==> config.mk <==
export PLATFORM = sky130hd
export DESIGN_NAME = psu_rsp_fifo
export DESIGN_NICKNAME = d
export VERILOG_FILES = /design/src/hdl/png_scanline_unfilter_assert.svh /design/src/hdl/psu_pkg.sv /design/src/hdl/psu_rsp_fifo.sv
export SDC_FILE = /design/constraint.sdc
export NUM_CORES = 1
export LEC_CHECK = 0
export ABC_AREA = 1
export BUFFER_PORTS_ARGS = -buffer_cell sky130_fd_sc_hd__buf_2
export CORE_ASPECT_RATIO = 2
export CORE_UTILIZATION = 45
export DETAILED_ROUTE_END_ITERATION = 8
export PLACE_DENSITY = 0.71
export SYNTH_ARGS = -nofsm -noshare
export SYNTH_HDL_FRONTEND = slang
export SYNTH_SLANG_ARGS = --single-unit
==> constraint.sdc <==
create_clock -name clock -period 3.6 [get_ports clock]
set_clock_uncertainty 0.2 [all_clocks]
set_input_delay 0.18 -clock clock [delete_from_list [all_inputs] [get_ports clock]]
set_output_delay 0.18 -clock clock [all_outputs]
set_load 0.02 [all_outputs]
==> src/hdl/png_scanline_unfilter_assert.svh <==
// assertion macros for the scanline unfilter
`ifndef PNG_SCANLINE_UNFILTER_ASSERT_SVH
`define PNG_SCANLINE_UNFILTER_ASSERT_SVH

// condition must hold whenever the block is out of reset
`define PSU_ASSERT_ALWAYS(lbl, clk, rst, cond) \
   lbl: assert property (@(posedge clk) disable iff (rst) (cond)) \
      else $error("png_scanline_unfilter: invariant violated");

// same-cycle implication
`define PSU_ASSERT_IMPLY(lbl, clk, rst, ante, cons) \
   lbl: assert property (@(posedge clk) disable iff (rst) (ante) |-> (cons)) \
      else $error("png_scanline_unfilter: implication violated");

// next-cycle implication
`define PSU_ASSERT_NEXT(lbl, clk, rst, ante, cons) \
   lbl: assert property (@(posedge clk) disable iff (rst) (ante) |=> (cons)) \
      else $error("png_scanline_unfilter: sequence violated");

`endif

==> src/hdl/psu_pkg.sv <==
// shared types, constants and functions of the scanline unfilter
package psu_pkg;

   localparam int MaxWidth         = 1024;
   localparam int MaxBytesPerPixel = 4;
   localparam int StoreDepth       = MaxWidth * MaxBytesPerPixel;
   localparam int AddrBits         = $clog2(StoreDepth);
   localparam int LaneBits         = $clog2(MaxBytesPerPixel);

   typedef enum logic [1:0] {
      CSR_IMAGE_WIDTH     = 2'd0,
      CSR_IMAGE_HEIGHT    = 2'd1,
      CSR_BYTES_PER_PIXEL = 2'd2
   } csr_index_type;

   localparam logic [7:0] FILTER_NONE    = 8'd0;
   localparam logic [7:0] FILTER_SUB     = 8'd1;
   localparam logic [7:0] FILTER_UP      = 8'd2;
   localparam logic [7:0] FILTER_AVERAGE = 8'd3;
   localparam logic [7:0] FILTER_PAETH   = 8'd4;

   typedef struct packed {
      logic [7:0] pixel_byte;
      logic       end_of_row;
      logic       end_of_image;
      logic       bad_filter;
   } rsp_type;

   function automatic logic [8:0] abs_diff9(input logic [7:0] x, input logic [7:0] y);
      logic [8:0] d;
      d = {1'b0, x} - {1'b0, y};
      abs_diff9 = d[8] ? (9'd0 - d) : d;
   endfunction

   // predictor: pick the neighbour closest to left + upper - upper_left
   function automatic logic [7:0] paeth(input logic [7:0] a, input logic [7:0] b,
                                        input logic [7:0] c);
      logic [8:0]  pa;
      logic [8:0]  pb;
      logic [9:0]  sum_ab;
      logic [9:0]  two_c;
      logic [9:0]  dc;
      logic [9:0]  pc;
      pa     = abs_diff9(b, c);
      pb     = abs_diff9(a, c);
      sum_ab = {2'b00, a} + {2'b00, b};
      two_c  = {1'b0, c, 1'b0};
      dc     = sum_ab - two_c;
      pc     = dc[9] ? (10'd0 - dc) : dc;
      if (({1'b0, pa} <= {1'b0, pb}) && ({1'b0, pa} <= pc)) begin
         paeth = a;
      end else if ({1'b0, pb} <= pc) begin
         paeth = b;
      end else begin
         paeth = c;
      end
   endfunction

endpackage

==> src/hdl/psu_rsp_fifo.sv <==
// two-entry result queue between the datapath and the rsp channel
module psu_rsp_fifo
   import psu_pkg::*;
(
   input  logic    clock,
   input  logic    reset,
   input  logic    push,
   input  rsp_type push_data,
   output logic    full,
   output logic    rsp_valid,
   input  logic    rsp_stall,
   output rsp_type rsp_data
);

   logic [1:0] count_ff;
   logic [1:0] count_in;
   rsp_type    head_ff;
   rsp_type    head_in;
   rsp_type    tail_ff;
   rsp_type    tail_in;
   logic       pop;

   assign pop       = (count_ff != 2'd0) && !rsp_stall;
   assign full      = (count_ff == 2'd2);
   assign rsp_valid = (count_ff != 2'd0);
   assign rsp_data  = head_ff;

   always_comb begin
      count_in = count_ff;
      head_in  = head_ff;
      tail_in  = tail_ff;
      case ({push, pop})
         2'b11: begin
            if (count_ff == 2'd2) begin
               head_in = tail_ff;
               tail_in = push_data;
            end else begin
               head_in = push_data;
            end
         end
         2'b10: begin
            count_in = count_ff + 2'd1;
            if (count_ff == 2'd0) begin
               head_in = push_data;
            end else begin
               tail_in = push_data;
            end
         end
         2'b01: begin
            count_in = count_ff - 2'd1;
            head_in  = tail_ff;
         end
         default: begin
            count_in = count_ff;
         end
      endcase
   end

   always_ff @(posedge clock) begin
      if (reset) begin
         count_ff <= 2'd0;
      end else begin
         count_ff <= count_in;
      end
      head_ff <= head_in;
      tail_ff <= tail_in;
   end

endmodule

# Word level (Yosys, flattened, before mapping)
# Cells that the tools add are included.
# word_totals
output_inout_bits	13
register_bits	24
wordCells	34
# classes
reduce_logical	9
addsub	2
mux	7
n_eq_ne	7
# op_table
cell	count
11-bit two-way mux	4
11-bit one-hot mux with 3 select lines	1
11-bit one-hot mux with 2 select lines	1
2-bit == test (second input constant)	3
2-bit inequality test (second input constant)	3
2-bit nonzero test	3
2-bit one-hot mux with 2 select lines	1
3-bit AND reduction	1
3-bit nonzero test	1
2-bit by 1-bit adder with 2-bit output (second input constant)	1
2-bit by 1-bit == test with 1-bit output (second input constant)	1
2-bit zero test	1
2-bit AND reduction	1
2-bit by 1-bit subtractor with 2-bit output (second input constant)	1
1-bit logical AND	1
1-bit zero test	1

# Longest topological paths before layout
# Gate-level depths: netlist of run 1.
# depth
depth_word	5
depth_mapped	10

# Worst setup path before layout of run 1
# Ideal clock, no wire load.
# synth_path
path_type	flip-flop to flip-flop
from	register count_ff[0]
to	register head_ff, in the netlist rsp_data[0] (enable)
path_stages_with_launch	4
period_less_slack_ns	2.010
setup_slack_ns	1.590
arrival_time_ns	1.415
required_ns	3.006
setup_ns	0.394
path_cell_list	dfxtp_1 nor2_1 inv_1 o21ai_0
# synth_between
elab_chain_cells	5
word_cells_on_any_way	9
# synth_lines
element	line_no	rtl
start: declaration	psu_rsp_fifo.sv:15	logic [1:0] count_ff;
start signal: assignment	psu_rsp_fifo.sv:63	count_ff <= count_in;
2-bit nonzero test (*)	--	
via rsp_valid	psu_rsp_fifo.sv:10	output logic rsp_valid,
1-bit logical AND (*)	psu_rsp_fifo.sv:23	assign pop = (count_ff != 2'd0) && !rsp_stall;
2-bit == test / 2-bit by 1-bit == test with 1-bit output (equally long branches)	psu_rsp_fifo.sv:32	case ({push, pop})
2-bit inequality test (no source line) / 3-bit nonzero test (equally long branches)	--	
2-bit AND reduction (no source line) (*)	--	
end signal: assignment	psu_rsp_fifo.sv:65	head_ff <= head_in;
end: declaration	psu_rsp_fifo.sv:17	rsp_type head_ff;
# Mark *: on every way through the listed nets, which the timed path passes. The rest lies on a longest branch.
# A chain may end at the register's enable or synchronous reset.

==> results of run 1 <==
## cell families (layout without fill, tap and decap cells)
group,after synthesis,count (layout),synth area share [%]
and+or+nand+nor,68,68,20.7
DFF,24,24,54.6
AOI/OAI and AO/OA,26,26,12.9
adders and majority gates,3,3,2.93
buffers and inverters,26,64,8.88
## timing repair
| action | 4_1_cts | 5_1_grt |
|---|---|---|
| hold buffers | 12 | 0 |
| buffers inserted | 0 | 0 |
| endpoints found under the hold margin | 13 | 0 |
## sequential cells by signal (all words and copies together) (netlist names)
register	count
count_ff	2
rsp_data	11
tail_ff	11
## cell usage in the layout (no fill, tap or decap), types with 2 or more instances in the layout
| cell | count |
|---|---|
| o21ai_2 | 8 |
| o21ai_0 | 13 |
| o21ai_1 | 3 |
| buf_2 | 27 |
| nor2_1 | 17 |
| nand2_1 | 49 |
| ha_1 | 3 |
| dlygate4sd3_1 | 12 |
| clkbuf_8 | 3 |
| inv_1 | 19 |
| edfxtp_1 | 22 |
| dfxtp_1 | 2 |
## cell type report
type | instances | area share (%)
Tap cell | 29 | 2.29
Sequential cell | 24 | 44.1
Multi-Input combinational cell | 97 | 29.5
Clock buffer | 4 | 2.84
Timing Repair Buffer | 40 | 16.5
Inverter | 20 | 4.73
## worst paths after layout
| check | to | cells after the start | startpoint | slack, ns |
|---|---|---|---|---|
| max | rsp_data[2] | 8 | count_ff[0] | 1.36 |
| max reg2reg | rsp_data[2] | 8 | count_ff[0] | 1.36 |
| min reg2reg | count_ff[1] | 2 | count_ff[1] | 0.34 |
| min | count_ff[1] | 2 | count_ff[1] | 0.34 |
## worst min-delay path: cells and delay by family, from the launching register on
family	cells	cell delay, ns
AND/OR/NAND/NOR	2	0.16
flip-flops	1	0.35
## metal layers
| metal | wire length [um] | vias up | global-route usage [%] |
|---|---|---|---|
| met4 | 48 | 0 | 7.24 |
| met2 | 1270 | 33 | 30.8 |
| met1 | 1080 | 470 | 24.3 |
| li1 | - | 545 | - |
| met3 | 80 | 6 | 1.71 |
| met5 | 0 | - | 0 |
## report_power, final
group / total, mW / internal [mW] / switching, mW
sequential: 0.385 / 0.370 / 0.0148
combinational: 0.264 / 0.0878 / 0.177
clock: 0.160 / 0.0789 / 0.0806
## stage by stage
stage	util, %	power [mW]
4_1_cts	58.0	0.815
3_3_place_gp	52.0	0.639
6_report	58.0	0.809
3_5_place_dp	52.0	0.647
2_1_floorplan	-	0.579
5_1_grt	58.0	0.859
==> tab_implementation.tex, run 1 <==
\begin{tabular}{lr}
\hline
Metric & Value \\
\hline
\multicolumn{2}{l}{\textbf{Status}} \\
\quad Run status & completed \\
\multicolumn{2}{l}{\textbf{Power and ir drop}} \\
\quad Power density over cell area & 509 nW/um2 \\
\quad Pleak & between 0.7 and 0.8 nW \\
\quad Maximum vdd ir drop & 0.281 mV \\
\multicolumn{2}{l}{\textbf{Timing}} \\
\quad Final number of max-transition violations & 0 \\
\quad Setup TNS & 0 ns \\
\quad Highest attainable clock frequency & 0.447 GHz \\
\quad Final period util & between 60\% and 70\% \\
\quad Worst setup margin & 1.36 ns \\
\quad Worst hold slack & 0.338 ns \\
\quad Setup repair after global routing missed its margin & no \\
\quad Worst slew margin relative to its limit & 65.9\% \\
\quad Final Hold Violating Endpoints & 0 \\
\quad Worst Max-Slew Pin Slew & 0.510 ns \\
\quad Final count of negative-setup-slack endpoints & 0 \\
\quad Period minus WS final & 2.24 ns \\
\multicolumn{2}{l}{\textbf{Synth}} \\
\quad Count of flip-flops with a built-in enable after synthesis & 22 \\
\quad Most frequent cell after synthesis & nand2\_1 \\
\quad Syn Area/Cell & 8.72 um2 \\
\quad Netlist area before placement & 1280 um2 \\
\quad Register bit total from synthesis & 24 \\
\quad Synth warnings & 0 \\
\quad Register area share after synthesis & 54.6\% \\
\quad Number of cells produced by synthesis & 147 \\
\quad Most area-consuming cells after synthesis & edfxtp\_1 52\%, nand2\_1 14\%, inv\_1 5.6\% \\
\quad Netlist cell types & 17 \\
\quad Net count after synthesis & between 150 and 200 \\
\quad Most frequent cells after synthesis & 49 x nand2\_1, 22 x edfxtp\_1, 19 x inv\_1 \\
\quad Async SR Flop Fraction & 0\% \\
\quad Post-synth top flop & edfxtp\_1 \\
\quad Area share of the largest cell type after synthesis & slightly above 50\% \\
\quad Dominant cell type by area after synthesis & edfxtp\_1 \\
\multicolumn{2}{l}{\textbf{Routing}} \\
\quad Average via count per standard cell & 4.93 \\
\quad Overall routed net length & 2.48 mm \\
\quad Violation count after the first detailed-routing iteration & 36 \\
\quad Wirelength per Cell & 11.6 um \\
\quad Length of the first detailed-routing pass in iterations & 6 \\
\quad Antenna viol nets, final & 0 \\
\quad Total via count after detailed routing & 1054 \\
\quad Number of remaining DRC errors & 0 \\
\multicolumn{2}{l}{\textbf{Worst setup path}} \\
\quad Crit path cell chain & nor2\_1 > inv\_1 > nand2\_1 > inv\_1 > ha\_1 > inv\_1 > nand2\_1 > o21ai\_2 \\
\quad Startpoint kind of the worst setup timing path & register \\
\quad Crit path max-delay family & adder cells \\
\quad Largest stage delay, worst path & 0.54 ns \\
\quad Critical-path maximum fanout & 14 \\
\quad Crit Path Class & reg -> reg \\
\quad Worst EP arrival & 2.06 ns \\
\quad Number of buffers and inverters on the critical path & 3 \\
\quad Critical-path top delay cell & ha\_1 \\
\quad Required time of the worst setup path & about 3.4 ns \\
\quad Cell seen most often among critical-path stages & inv\_1 \\
\quad Critical Path Sink Type & register \\
\multicolumn{2}{l}{\textbf{Cells and area}} \\
\quad Filler-free cell count of the finished design & 214 \\
\quad Number of antenna cells inserted & 0 \\
\quad Final-stage net count & 204 \\
\quad Area of combinational cells with multiple inputs & 468 um2 \\
\quad Area of all placed cells without fillers & 1590 um2 \\
\quad Area added between synthesis and finish & 23.8\% \\
\quad Storage cell area & 701 um2 \\
\quad Proportion of layout cells with a drive suffix above 1 & a little under a quarter \\
\quad Fillers & 251 \\
\multicolumn{2}{l}{\textbf{Placement}} \\
\quad Number of I/O port buffers & 27 \\
\quad Post-detail-place hpwl & $\sim$1.7 mm \\
\quad Gpl congestion & 0.765 \\
\quad Cell area after placement & 1420 um2 \\
\quad DP Cell Count & roughly 200 \\
\quad Pre-CTS setup slack & between 1 and 1.5 ns \\
\multicolumn{2}{l}{\textbf{Floorplanning}} \\
\quad Die ar. & about 3100 um2 \\
\quad Die X & 39.8 um \\
\quad Initial cell density of the core & 46.9\% \\
\quad Area of the placeable core & $\sim$2700 um2 \\
\quad Die extent in y & 77.5 um \\
\quad FP Rows & 27 \\
\quad Count of boundary I/O pins & 28 \\
\multicolumn{2}{l}{\textbf{Global route}} \\
\quad Number of antenna violations at the first check in global routing & 0 \\
\quad Via count of the first global-routing pass & 980 \\
\quad GRT Overall Usage & 18.8\% \\
\quad First-pass GRT wire length & slightly above 4 mm \\
\quad Global route total overflow & 0 \\
\quad Pin count of the biggest net entering global routing & 25 \\
\multicolumn{2}{l}{\textbf{Clock tree}} \\
\quad Count of H-tree levels built during CTS & 1 \\
\quad Post-CTS clock slew at the launch and capture registers of the worst setup and hold paths & approximately 0.08 ns \\
\quad PostCTS Resize Cnt & 0 \\
\quad Clock Root Buffer & clkbuf\_8 \\
\quad Worst-skew pair later-pin latency & about 0.26 ns \\
\quad Clk buf depth & 2 \\
\quad Number of CTS-inserted buffers & 3 \\
\quad TritonCTS clock tree & done \\
\quad TritonCTS Sinks & 24 \\
\multicolumn{2}{l}{\textbf{Flow run}} \\
\quad Max-Cap Viols & 0 \\
\multicolumn{2}{l}{\textbf{Hold path}} \\
\quad Class of the tightest hold or removal check & reg -> reg \\
\hline
\end{tabular}
No activity file was read; power rests on OpenSTA's default activity.
==> inputs of run 2 (changes only) <==
- PLACE_DENSITY: 0.71 -> 0.74
- clock period: 3.6 -> 2 ns (I/O delays scaled with it)
==> run 2 against run 1 <==
Register-to-register slack got worse by 1.3 ns. Critical path depth fell by 1. Combinational power up 100%. Final cell count grew 1.9%. Critical path type unchanged. Sequential share of layout area is 1.5 points lower. Largest power group unchanged. Routed wire length is 13% higher. Design area grew 3.7%. Critical endpoint is now tail_ff[2]. Via count rose by 7.1%. Sequential power grew 80%. Clock power is 82% higher. Flip-flop and latch count unchanged.
==> tab_implementation.tex, run 2 (same netlist as run 1, synthesis figures left out) <==
\begin{tabular}{lr}
\hline
Metric & Value \\
\hline
\multicolumn{2}{l}{\textbf{Worst setup path}} \\
\quad Startpoint kind of the worst setup timing path & register (unchanged) \\
\quad R2R Path End & tail\_ff[2] (was rsp\_data[2]) \\
\quad Register-to-register setup slack & 0.10 ns (was 1.36 ns) \\
\quad Worst R2R Path Depth & 7 (was 8) \\
\quad FF-to-FF Start & count\_ff[1] (was count\_ff[0]) \\
\quad Crit Path Class & reg -> reg (unchanged) \\
\quad Critical-path maximum fanout & 11 (was 14) \\
\quad Critical Path Sink Type & register (unchanged) \\
\quad Worst EP arrival & 1.67 ns (was 2.06 ns) \\
\quad Required time of the worst setup path & 1.77 ns (was 3.42 ns) \\
\quad Origin of the worst setup path & count\_ff[1] (was count\_ff[0]) \\
\multicolumn{2}{l}{\textbf{Cells and area}} \\
\quad Final-stage net count & 208 (was 204) \\
\quad Number of antenna cells inserted & 0 (unchanged) \\
\quad Area of all placed cells without fillers & 1650 um2 (was 1590 um2) \\
\quad Proportion of layout cells with a drive suffix above 1 & 26.5\% (was 22.7\%) \\
\quad Filler-free cell count of the finished design & 218 (was 214) \\
\quad Most common cell after layout, fill and taps aside & nand2\_1 (unchanged) \\
\quad Fillers & 253 (was 251) \\
\quad Area added between synthesis and finish & 28.4\% (was 23.8\%) \\
\quad Most frequent cells in the layout & 49 x nand2\_1, 27 x buf\_2, 22 x edfxtp\_1, 17 x inv\_1, 17 x nor2\_1 (was 49 x nand2\_1, 27 x buf\_2, 22 x edfxtp\_1, 19 x inv\_1, 17 x nor2\_1) \\
\multicolumn{2}{l}{\textbf{Hold path}} \\
\quad Worst hold start & rsp\_stall (was count\_ff[1]) \\
\quad Class of the tightest hold or removal check & in -> reg (was reg -> reg) \\
\quad Terminating pin of the worst hold path & rsp\_data[4] (was count\_ff[1]) \\
\quad Min-Delay Path Depth & 5 (was 2) \\
\multicolumn{2}{l}{\textbf{Clock tree}} \\
\quad Count of H-tree levels built during CTS & 1 (unchanged) \\
\quad Buffers inserted during post-CTS setup optimization & 0 (unchanged) \\
\quad Number of CTS-inserted buffers & 3 (unchanged) \\
\quad TritonCTS clock tree & done (unchanged) \\
\quad Clock Root Buffer & clkbuf\_8 (unchanged) \\
\quad Worst-skew pair later-pin latency & 0.27 ns (was 0.26 ns) \\
\quad TritonCTS Sinks & 24 (unchanged) \\
\quad Clk buf depth & 2 (unchanged) \\
\quad Post-CTS clock slew at the launch and capture registers of the worst setup and hold paths & 0.08 ns (about the same) \\
\multicolumn{2}{l}{\textbf{Routing}} \\
\quad Wirelength per Cell & 12.8 um (was 11.6 um) \\
\quad Overall routed net length & 2.80 mm (was 2.48 mm) \\
\quad Number of remaining DRC errors & 0 (unchanged) \\
\quad Total via count after detailed routing & 1129 (was 1054) \\
\quad Average via count per standard cell & 5.18 (was 4.93) \\
\quad Violation count after the first detailed-routing iteration & 33 (was 36) \\
\quad Antenna viol nets, final & 0 (unchanged) \\
\quad Length of the first detailed-routing pass in iterations & 4 (was 6) \\
\multicolumn{2}{l}{\textbf{Global route}} \\
\quad Number of antenna violations at the first check in global routing & 0 (unchanged) \\
\quad First-pass GRT wire length & 4.29 mm (was 4.11 mm) \\
\quad Via count of the first global-routing pass & 1018 (was 980) \\
\quad Global route total overflow & 0 (unchanged) \\
\quad GRT Overall Usage & 19.6\% (was 18.8\%) \\
\quad Pin count of the biggest net entering global routing & 24 (was 25) \\
\multicolumn{2}{l}{\textbf{Floorplanning}} \\
\quad Initial cell density of the core & 46.9\% (unchanged) \\
\quad Die X & 39.8 um (unchanged) \\
\quad Area of the placeable core & 2740 um2 (unchanged) \\
\quad Die extent in y & 77.5 um (unchanged) \\
\quad Die ar. & 3080 um2 (unchanged) \\
\quad FP Rows & 27 (unchanged) \\
\quad Count of boundary I/O pins & 28 (unchanged) \\
\multicolumn{2}{l}{\textbf{Timing}} \\
\quad Final Hold Violating Endpoints & 0 (unchanged) \\
\quad Worst Max-Slew Pin Slew & 0.236 ns (was 0.510 ns) \\
\quad Final number of max-transition violations & 0 (unchanged) \\
\quad Final count of negative-setup-slack endpoints & 0 (unchanged) \\
\quad Highest attainable clock frequency & 0.527 GHz (was 0.447 GHz) \\
\quad Final period util & 94.9\% (was 62.1\%) \\
\quad Worst slew margin relative to its limit & 84.2\% (was 65.9\%) \\
\quad Period minus WS final & 1.90 ns (was 2.24 ns) \\
\multicolumn{2}{l}{\textbf{Power and ir drop}} \\
\quad Pleak & 0.734 nW (was 0.724 nW) \\
\quad Switching portion of total power & 34.7\% (was 33.6\%) \\
\quad Switching power of the nets & 0.525 mW (was 0.272 mW) \\
\quad Power density over cell area & 918 nW/um2 (was 509 nW/um2) \\
\quad Cell-internal power & 0.987 mW (was 0.537 mW) \\
\quad Maximum vdd ir drop & 0.747 mV (was 0.281 mV) \\
\quad Relative contribution of combinational cells to total power & 34.8\% (was 32.7\%) \\
\quad Sequential group share of total power & 45.9\% (was 47.6\%) \\
\quad Share of total power in the clock network & 19.3\% (was 19.7\%) \\
\multicolumn{2}{l}{\textbf{Status}} \\
\quad Run status & completed (unchanged) \\
\multicolumn{2}{l}{\textbf{Placement}} \\
\quad Gpl congestion & 0.742 (was 0.765) \\
\quad Post-detail-place hpwl & 1.82 mm (was 1.72 mm) \\
\quad Cell area after placement & 1450 um2 (was 1420 um2) \\
\quad DP Cell Count & 201 (was 198) \\
\quad Number of I/O port buffers & 27 (unchanged) \\
\multicolumn{2}{l}{\textbf{Flow run}} \\
\quad Max-Cap Viols & 0 (unchanged) \\
\hline
\end{tabular}
==> run 2: area by class of cell <==
type / count / area, um2 / share of cell area, %
flip-flops and latches: 24 / 702 / 42.6
clock inverters: 1 / 3.75 / 0.228
well taps: 29 / 36.3 / 2.20
repair buffers: 43 / 285 / 17.3
inverters: 20 / 82.6 / 5.02
multi-input cells: 97 / 488 / 29.6
repair inverters: 1 / 7.51 / 0.456
clock buffers: 3 / 41.3 / 2.51
==> run 2: power by group through the flow <==
stage	clock network, mW	logic (mW)	registers, mW
floorplan	0	0.263	0.779
global placement	0	0.462	0.700
detailed placement	0	0.482	0.704
CTS	0.293	0.501	0.692
global route	0.313	0.575	0.705
finish	0.292	0.527	0.693
==> run 2: routing by layer <==
metal	wire length (um)	part of all wire, %	global-route usage [%]
met4	48	1.7	7.24
met1	1080	38	22.2
met5	0	0	0
met3	112	4.0	1.71
met2	1560	56	35.1
==> run 2: worst max path at each step <==
stage | to | slack [ns]
after CTS | count_ff[1] | 0.04
after floorplan | rsp_data[0] | 0.06
after global placement | rsp_data[6] | 0.16
final | tail_ff[2] | 0.10
after detailed placement | count_ff[1] | 0.06
after global routing | rsp_data[6] | -0.01
==> run 2: worst max-delay path, cell delays in order (launching register included) <==
cell	delay, ns
dfxtp_1	0.36
nor2_1	0.14
inv_1	0.08
nand2_1	0.11
inv_1	0.09
ha_1	0.22
nor2_1	0.14
o22a_4	0.26
==> run 2: repair_timing <==
item,4_1_cts,5_1_grt
resized for setup,0,8
endpoints found under the hold margin,16,0
hold buffers,12,0
endpoints found under the setup margin,0,23
==> run 2: stage by stage <==
| step | hold slack, ns | TNS [ns] | util (%) | setup slack, ns | total power, mW |
|---|---|---|---|---|---|
| after global routing | 0.314 | -0.0148 | 60.2 | -0.0148 | 1.59 |
| after floorplan | -0.00113 | 0 | - | 0.0610 | 1.04 |
| after CTS | 0.260 | 0 | 58.8 | 0.0356 | 1.49 |
| after detailed placement | 0.111 | 0 | 52.8 | 0.0639 | 1.19 |
| final | 0.267 | 0 | 60.2 | 0.103 | 1.51 |
| after global placement | 0.108 | 0 | 52.8 | 0.155 | 1.16 |
